File: src/sv/dpq_pkg.sv
// Package for the distance priority queue: payload types, action and
// status codes, controller command/status structs. No dependencies.
package dpq_pkg;

  localparam int Capacity  = 256;
  localparam int SlotBits  = 8;
  localparam int CountBits = 9;
  localparam int DistBits  = 17;
  localparam int SqBits    = 34;

  localparam logic [2:0] ACT_ENQ    = 3'd0;
  localparam logic [2:0] ACT_DEQ    = 3'd1;
  localparam logic [2:0] ACT_PEEK   = 3'd2;
  localparam logic [2:0] ACT_REMOVE = 3'd3;
  localparam logic [2:0] ACT_CLEAR  = 3'd4;
  localparam logic [2:0] ACT_MOVE   = 3'd5;

  localparam logic [1:0] ST_DONE  = 2'd0;
  localparam logic [1:0] ST_EMPTY = 2'd1;
  localparam logic [1:0] ST_FULL  = 2'd2;
  localparam logic [1:0] ST_DUP   = 2'd3;

  typedef struct packed {
    logic [2:0]         action;
    logic signed [15:0] pos_x;
    logic signed [15:0] pos_y;
  } dpq_in_t;

  typedef struct packed {
    logic signed [15:0]   out_x;
    logic signed [15:0]   out_y;
    logic [1:0]           status;
    logic [CountBits-1:0] entry_count;
  } dpq_out_t;

  // Controller to datapath.
  typedef struct packed {
    logic load_item;   // capture input item
    logic scan_clear;  // reset scan results, slot counter to 0
    logic rd_issue;    // read RAM at slot counter
    logic scan_eval;   // evaluate registered read data for slot in flight
    logic slot_inc;    // advance slot counter
    logic sqrt_start;  // start distance unit on dist operands
    logic dist_from_in;// distance of input position (else of read entry)
    logic write_new;   // write input position to free slot
    logic write_dist;  // write distance of in-flight slot
    logic rd_best;     // read RAM at best slot
    logic set_ref;     // store reference point
    logic clr_valid;   // drop found / best slot
    logic clr_all;     // drop all entries
    logic cnt_inc;
    logic cnt_dec;
    logic res_out;     // build result with position of best slot
    logic [1:0] res_status;
    logic res_load;
  } dpq_cmd_t;

  // Datapath to controller.
  typedef struct packed {
    logic [2:0] action;
    logic       slot_last;  // slot counter at last slot
    logic       found;
    logic       have_free;
    logic       have_best;
    logic       cur_valid;  // valid bit of slot counter
    logic       sqrt_done;
  } dpq_stat_t;

endpackage

File: src/sv/dpq_ctrl.sv
// Controller state machine: sequences scans, distance updates and results.
// Uses dpq_pkg.
module dpq_ctrl (
  input  logic               clk,
  input  logic               rst,
  input  logic               in_valid,
  output logic               in_ready,
  output logic               out_valid,
  input  logic               out_ready,
  input  dpq_pkg::dpq_stat_t stat,
  output dpq_pkg::dpq_cmd_t  cmd
);
  import dpq_pkg::*;

  localparam logic [3:0] S_IDLE   = 4'd0;
  localparam logic [3:0] S_DISP   = 4'd1;
  localparam logic [3:0] S_SCAN   = 4'd2;  // issue reads
  localparam logic [3:0] S_SLAST  = 4'd3;  // evaluate last read
  localparam logic [3:0] S_DEC    = 4'd4;  // decide after scan
  localparam logic [3:0] S_ESQ    = 4'd5;  // enqueue distance running
  localparam logic [3:0] S_BRD    = 4'd6;  // read best slot
  localparam logic [3:0] S_BWT    = 4'd7;
  localparam logic [3:0] S_MRD    = 4'd8;  // move: read slot
  localparam logic [3:0] S_MWT    = 4'd9;
  localparam logic [3:0] S_MSQ    = 4'd10;
  localparam logic [3:0] S_OUT    = 4'd11;

  logic [3:0] state, state_next;
  logic       mlast, mlast_next;

  assign in_ready  = (state == S_IDLE);
  assign out_valid = (state == S_OUT);

  always_ff @(posedge clk) begin
    if (rst) begin
      state <= S_IDLE;
      mlast <= 1'b0;
    end else begin
      state <= state_next;
      mlast <= mlast_next;
    end
  end

  always_comb begin
    cmd        = '0;
    state_next = state;
    mlast_next = mlast;
    unique case (state)
      S_IDLE: begin
        if (in_valid) begin
          cmd.load_item  = 1'b1;
          cmd.scan_clear = 1'b1;
          state_next     = S_DISP;
        end
      end
      S_DISP: begin
        unique case (stat.action)
          ACT_ENQ, ACT_DEQ, ACT_PEEK, ACT_REMOVE: begin
            // Issue the read of slot 0 so the scan evaluates from its first cycle.
            cmd.rd_issue = 1'b1;
            cmd.slot_inc = 1'b1;
            state_next   = S_SCAN;
          end
          ACT_CLEAR: begin
            cmd.clr_all = 1'b1;
            state_next  = S_DEC;
          end
          ACT_MOVE: begin
            cmd.set_ref = 1'b1;
            mlast_next  = 1'b0;
            state_next  = S_MRD;
          end
          default: state_next = S_DEC;
        endcase
      end
      S_SCAN: begin
        // Evaluate the slot read last cycle while issuing the next read.
        cmd.rd_issue  = 1'b1;
        cmd.slot_inc  = 1'b1;
        cmd.scan_eval = 1'b1;
        if (stat.slot_last) begin
          state_next = S_SLAST;
        end
      end
      S_SLAST: begin
        cmd.scan_eval = 1'b1;
        state_next    = S_DEC;
      end
      S_DEC: begin
        cmd.res_load = 1'b1;
        state_next   = S_OUT;
        unique case (stat.action)
          ACT_ENQ: begin
            if (stat.found) begin
              cmd.res_status = ST_DUP;
            end else if (!stat.have_free) begin
              cmd.res_status = ST_FULL;
            end else begin
              cmd.res_load     = 1'b0;
              cmd.dist_from_in = 1'b1;
              cmd.sqrt_start   = 1'b1;
              state_next       = S_ESQ;
            end
          end
          ACT_DEQ, ACT_PEEK: begin
            if (!stat.have_best) begin
              cmd.res_status = ST_EMPTY;
            end else begin
              cmd.res_load = 1'b0;
              state_next   = S_BRD;
            end
          end
          ACT_REMOVE: begin
            if (stat.found) begin
              cmd.res_load = 1'b0;
              cmd.clr_valid = 1'b1;
              cmd.cnt_dec   = 1'b1;
              state_next    = S_BWT;
            end else begin
              cmd.res_status = ST_DUP;
            end
          end
          ACT_CLEAR: begin
            cmd.res_load = 1'b0;
            state_next   = S_BWT;
          end
          default: cmd.res_status = ST_DONE;
        endcase
      end
      S_ESQ: begin
        cmd.dist_from_in = 1'b1;
        if (stat.sqrt_done) begin
          cmd.write_new = 1'b1;
          cmd.cnt_inc   = 1'b1;
          state_next    = S_BWT;
        end
      end
      S_BRD: begin
        // Address best slot through the read port; drop it on a dequeue.
        cmd.rd_best = 1'b1;
        if (stat.action == ACT_DEQ) begin
          cmd.clr_valid = 1'b1;
          cmd.cnt_dec   = 1'b1;
        end
        state_next = S_BWT;
      end
      S_BWT: begin
        cmd.res_load   = 1'b1;
        cmd.res_status = ST_DONE;
        cmd.res_out    = (stat.action == ACT_DEQ) || (stat.action == ACT_PEEK);
        state_next     = S_OUT;
      end
      S_MRD: begin
        cmd.rd_issue = 1'b1;
        mlast_next   = stat.slot_last;
        if (stat.cur_valid) begin
          state_next = S_MWT;
        end else begin
          cmd.slot_inc = 1'b1;
          state_next   = stat.slot_last ? S_DEC : S_MRD;
        end
      end
      S_MWT: begin
        cmd.sqrt_start = 1'b1;
        state_next     = S_MSQ;
      end
      S_MSQ: begin
        if (stat.sqrt_done) begin
          cmd.write_dist = 1'b1;
          cmd.slot_inc   = 1'b1;
          state_next     = mlast ? S_DEC : S_MRD;
        end
      end
      S_OUT: begin
        if (out_ready) begin
          state_next = S_IDLE;
        end
      end
      default: state_next = S_IDLE;
    endcase
  end
endmodule

File: config.mk
export PLATFORM = sky130hd
export DESIGN_NAME = dpq_ctrl
export DESIGN_NICKNAME = d
export VERILOG_FILES = /design/src/sv/dpq_pkg.sv /design/src/sv/dpq_ctrl.sv
export SDC_FILE = /design/constraint.sdc
export NUM_CORES = 1
export LEC_CHECK = 0
export ABC_AREA = 1
export BUFFER_PORTS_ARGS = -buffer_cell sky130_fd_sc_hd__buf_2
export CORE_ASPECT_RATIO = 1.25
export CORE_MARGIN = 4
export CORE_UTILIZATION = 25
export DETAILED_ROUTE_END_ITERATION = 16
export PLACE_DENSITY_LB_ADDON = 0.12
export RECOVER_POWER = 100
export SYNTH_ARGS = -nofsm -noshare
export SYNTH_HDL_FRONTEND = slang
export SYNTH_SLANG_ARGS = --single-unit
File: constraint.sdc
create_clock -name clk -period 1.5 [get_ports clk]
set_input_delay 0 -clock clk [delete_from_list [all_inputs] [get_ports clk]]
set_output_delay 0 -clock clk [all_outputs]
set_load 0.05 [all_outputs]
==> results of run 1 <==
-- final timing paths --
path / start / end / slack (ns)
max: state[1]$_SDFFE_PP0P_ / cmd[16] / 0.06
min: stat[0] / state[3]$_SDFFE_PP0P_ / 0.11
max reg2reg: state[1]$_SDFFE_PP0P_ / state[3]$_SDFFE_PP0P_ / 0.11
min reg2reg: state[1]$_SDFFE_PP0P_ / state[1]$_SDFFE_PP0P_ / 0.50
-- placed cells by master (no fill, tap or decap), drive strengths merged, types with 5 or more instances in the layout --
| cell | n |
|---|---|
| nand3 | 6 |
| dfxtp | 5 |
| nor2 | 27 |
| clkbuf | 12 |
| inv | 31 |
| buf | 30 |
| nand2 | 39 |
| nand4 | 6 |
| a21oi | 7 |
-- power groups by stage --
stage	Combinational [mW]	Sequential, mW	Clock (mW)
finish	1.50	0.253	0.162
detailed placement	1.27	0.225	0
floorplan	1.03	0.213	0
CTS	1.36	0.225	0.168
global route	1.63	0.258	0.176
global placement	1.26	0.222	0
-- per-stage QoR --
stage	util, %	setup TNS, ns	hold WS (ns)
2_1_floorplan	-	-0.692	0.0624
3_3_place_gp	34.7	0	0.248
3_5_place_dp	34.7	0	0.250
4_1_cts	37.9	-0.0127	0.111
5_1_grt	42.4	-0.0367	0.124
6_report	42.4	0	0.107
-- flip-flops by register name, summed over array words and instances (netlist names) --
signal and count:
state 4, mlast 1
-- cell families after synthesis --
logic type / share of synthesized area, %
AND/OR/NAND/NOR: 54.8
flip-flops: 13.7
AO/OA/AOI/OAI: 12.6
buffers and inverters: 18.9
-- worst reg2reg max path, delay by kind of cell (launching register included) --
family,cells,cell delay (ns)
compound gates,1,0.04
buf+inv,1,0.15
flops,1,0.34
simple gates,7,0.74
-- repair_timing --
| item | in CTS | in global routing |
|---|---|---|
| hold buffers | 2 | 0 |
| pin swaps | 0 | 5 |
| resized for setup | 13 | 36 |
| cloned | 0 | 0 |
| hold endpoints to repair | 3 | 0 |
| buffers inserted | 0 | 5 |
| setup endpoints to repair | 11 | 15 |
-- layer usage --
metal  wire [um]  up-vias
met5           0        -
met4          32        0
met3         131        5
met2        1320       36
met1        1020      423
li1            -      507
-- area by class of cell --
type	instances	area, um2	share of cell area [%]
timing repair buffer	40	285	24.4
sequential	5	110	9.41
multi-input combinational	98	587	50.2
clock buffer	4	26.3	2.25
inverter	31	119	10.2
tap	34	42.5	3.64
==> impl_metrics.tcl, run 1 <==
set metrics [dict create \
    clockBufferDepth 2 \
    drt_iter0_drc 37 \
    use_met2_pct 26.6 \
    cts_tree "done" \
    post_dp_cell_area_um2 958 \
    clock_latency_ns 0.25 \
    min_path_type "input pin to register" \
    power.total_mw 1.91 \
    start_kind "register" \
    internal_power_uw 740 \
    dp_hpwl_um 2090 \
    slowest_stage "dfxtp_4" \
    vias_per_cell 4.58 \
    num_vias 971 \
    worst-setup-path-type "register to output port" \
    whs_path_depth 4 \
    critical_path_buf_inv_count 3 \
    p_leak_nw 0.599 \
    grt_max_degree 8 \
    dp.cells 201 \
    grt_util_all_layers_pct 13.6 \
    grt_use_met1_pct 14.8 \
    synth.most_common_cell "nand2_1" \
    power_density_nw_per_um2 1640 \
    critPathCaptureType "output port" \
    p_switching_mw 1.17 \
    ir_drop_v 0.000707 \
    post-route-drc-count 0 \
    dr.pass1.iters 4 \
    die_area_um2 3870 \
    netlist_instances 137 \
    grt_first_pass_wirelength_um 4100 \
    die_x_um 56.4 \
    cts-buffers-inserted 3 \
    status "complete, no violations" \
    synth_edf_count 0 \
    ios 34 \
    slowest_delay_ns 0.35 \
    comb_power_share_pct 78.3 \
    grt_util_met3_pct 1.12 \
    clockRootBuffer "clkbuf_4" \
    slew_viol_final 0 \
    grt_pass1_vias 953 \
    synth_area_leaders "nand2_1, dfxtp_1, inv_1, nor2_1, nand4_1" \
    synth_area_leader_cell "nand2_1" \
    arrival_ns 1.44 \
    reg2reg_depth 9 \
    synth_area_um2 733 \
    antenna_cells 0 \
    final_nets 192 \
    max-cap-violations 0 \
    fin_area_um2 1170 \
    gr-total-overflow 0 \
    crit_chain "inv_2 > nand2_4 > inv_1 > nand2_2 > o22ai_4 > or2_2 > buf_6" \
    synth_nets 150 \
    port_buffers 33 \
    power_frac_clock_pct 8.5 \
    synth_warnings 0 \
    place.gp.congestion 0.831 \
    max_slew_margin_pct 81.6 \
    initial_core_util_pct 26.6 \
    synth_common_cells "nand2_1, inv_1, nor2_1" \
    fin_crit_ns 1.44 \
    timing.final.crit_share_pct 96.2 \
    p_seq_share_pct 13.2 \
    syn_to_final_growth_pct 59.6 \
    preCtsSetupSlack_ns 0.0948 \
    layout-drive-gt1-share_pct 46.1 \
    path_delay_family "simple AND/OR/NAND/NOR gates" \
    synthArstFlopShare_pct 0 \
    antenna_found_initial 0 \
    setup_violations 0 \
    postSynthAreaPerCell_um2 5.35 \
    ys.flop_type "dfxtp_1" \
    crit_fanout 4 \
    clkTransAtPathRegs_ns 0.05 \
    row_count 21 \
    instances_no_fill 212 \
    skew_ns 0.00423 \
    busiest_layer "met2" \
    synth-seq-cells 5 \
    hold_viol_final 0 \
    worst_slack_ns 0.0573 \
    cts-htree-levels 1 \
    wire_per_inst_um 11.8 \
    die_h_um 68.6 \
    synth_top_area_share_pct 16.9 \
    rsz0062_at_grt "yes" \
    synth.distinct_cells 23 \
    drt_wl_total_um 2500 \
    ys_seq_area_share_pct 13.7 \
    ant_nets 0 \
    swShare_pct 61.3 \
    filler_cell_count 322 \
    max_slew.worst_pin.slew_ns 0.273 \
    fmax_mhz 693 \
    cp.required_ns 1.50 \
    cp.depth 7 \
    cts.sinks 5 \
    core_area_um2 2760 \
]
Note: power is estimated with default switching activity, not from simulation.
==> run 2: changes to the inputs <==
--- a/config.mk
+++ b/config.mk
@@ -11,8 +11,11 @@
 export CORE_MARGIN = 4
 export CORE_UTILIZATION = 25
 export DETAILED_ROUTE_END_ITERATION = 16
+export GPL_ROUTABILITY_DRIVEN = 1
+export MAX_ROUTING_LAYER = met4
 export PLACE_DENSITY_LB_ADDON = 0.12
 export RECOVER_POWER = 100
 export SYNTH_ARGS = -nofsm -noshare
 export SYNTH_HDL_FRONTEND = slang
 export SYNTH_SLANG_ARGS = --single-unit
+export TNS_END_PERCENT = 20
==> run 2 against run 1 <==
  * Final cell count decreased by 1.4%
  * Non-clock buffer count decreased by 3
  * Global-route usage decreased by 0.46 points
  * Wire length decreased by 7.1%
  * Maximum frequency decreased by 1.2%
  * Register-to-register slack improved by 0.07 ns
  * Sequential share of layout area increased by 0.47 points
  * Clock power decreased by 5%
  * Critical path type unchanged
  * Cell area decreased by 7.0%
  * Largest cell class unchanged
  * Total power decreased by 6.0%
==> impl_metrics.tcl, run 2 (synthesis results as in run 1) <==
set metrics [dict create \
    status "complete, no violations" \
    multi_input_area_um2 556 \
    cts.sinks 5 \
    clockBufferDepth 2 \
    filler_cell_count 334 \
    power_density_nw_per_um2 1650 \
    gr-total-overflow 0 \
    layout_common_cells "nand2_1, inv_1, buf_2, nor2_1, buf_4" \
    start_kind "register" \
    slew_viol_final 0 \
    arrival_ns 1.46 \
    dp_hpwl_um 2010 \
    initial_core_util_pct 26.6 \
    slowest_delay_ns 0.37 \
    slowest_stage "dfxtp_4" \
    port_buffers 33 \
    min_path_type "input pin to register" \
    core_area_um2 2760 \
    crit_fanout 4 \
    drt_wl_total_um 2320 \
    cts-buffers-inserted 3 \
    die_h_um 68.6 \
    largest-register "state" \
    place.gp.congestion 0.840 \
    max_slew_margin_pct 81.3 \
    cp.required_ns 1.50 \
    startpoint "state[1]$_SDFFE_PP0P_" \
    ir_drop_v 0.000936 \
    dp.cells 201 \
    fin_crit_ns 1.46 \
    grt_max_degree 8 \
    grt_first_pass_wirelength_um 3870 \
    largest_reg_flops 4 \
    clockRootBuffer "clkbuf_4" \
    clkTransAtPathRegs_ns 0.04 \
    top_regs "state (4), mlast (1)" \
    dr.pass1.iters 4 \
    die_x_um 56.4 \
    whs_ns 0.0102 \
    layout-drive-gt1-share_pct 42.9 \
    fin_util_pct 39.5 \
    wire_per_inst_um 11.1 \
    ant_nets 0 \
    grt_util_all_layers_pct 13.1 \
    setup_violations 0 \
    clock_latency_ns 0.24 \
    p_leak_nw 0.576 \
    grt_pass1_vias 863 \
    syn_to_final_growth_pct 48.5 \
    rsz0062_at_grt "yes" \
    antenna_cells 0 \
    hold_viol_final 0 \
    critPathCaptureType "output port" \
    fmax_mhz 685 \
    crit_chain "inv_2 > nand2_4 > inv_1 > nand2_2 > o22ai_2 > or2_2 > buf_6" \
    drt_iter0_drc 12 \
    ios 34 \
    min_from "stat[5]" \
    skew_ns 0.00280 \
    reg2reg_from "state[0]$_SDFFE_PP0P_" \
    vias_per_cell 4.45 \
    num_vias 930 \
    final_nets 189 \
    cts-htree-levels 1 \
    post-route-drc-count 0 \
    antenna_found_initial 0 \
    die_area_um2 3870 \
    row_count 21 \
    mostFrequentLayoutCell "nand2_1" \
    timing.final.crit_share_pct 97.4 \
    instances_no_fill 209 \
    max_slew.worst_pin.slew_ns 0.278 \
    cts_tree "done" \
    max-cap-violations 0 \
    ff_latch_area_um2 108 \
    worst-setup-path-type "register to output port" \
]
-- run 2: per-stage QoR --
step                      TNS [ns]  power [mW]  instance area (um2)  setup WS [ns]
after floorplan             -0.917        1.24                  761         -0.192
after global placement           0        1.48                  946          0.108
after detailed placement         0        1.48                  946          0.110
after CTS                        0        1.76                 1030        0.00154
after global routing        -0.153        1.92                 1090        -0.0311
final                            0        1.80                 1090         0.0394
-- run 2: cell type report --
| type | instances | share of cell area, % |
|---|---|---|
| multi-input cells | 98 | 51.0 |
| clock buffers | 4 | 2.41 |
| repair buffers | 37 | 22.1 |
| well taps | 34 | 3.91 |
| inverters | 31 | 10.7 |
| flip-flops and latches | 5 | 9.89 |
-- run 2: per-layer routing --
metal / up-vias / track usage, % / routed length (um)
li1: 501 / - / -
met1: 408 / 15.2 / 1020
met2: 19 / 23.4 / 1210
met3: 2 / 2.42 / 79
met4: 0 / 3.56 / 19
met5: - / - / 0
-- run 2: what timing repair did --
item	4_1_cts	5_1_grt
gates resized for setup	17	14
pin swaps	1	2
endpoints found under the setup margin	12	14
endpoints found under the hold margin	5	0
hold buffers	1	0
buffers inserted	0	3
-- run 2: path summary, 6_finish.rpt --
kind	to	slack, ns	depth (start not counted)
worst min register to register	state[0]$_SDFFE_PP0P_	0.52	2
worst min-delay path	mlast$_SDFFE_PP0P_	0.01	3
worst max-delay path	cmd[16]	0.04	7
worst max register to register	state[2]$_SDFFE_PP0P_	0.18	9
-- run 2: power breakdown --
part,internal (mW),switching [mW],total (mW)
clock network,0.100,0.0539,0.154
logic,0.404,0.990,1.39
registers,0.185,0.0649,0.250
-- run 2: worst max-delay path, delay by kind of cell, from the launching register on --
kind	cells	cell delay [ns]
compound gates	1	0.09
buf+inv	3	0.29
simple gates	3	0.47
flops	1	0.37
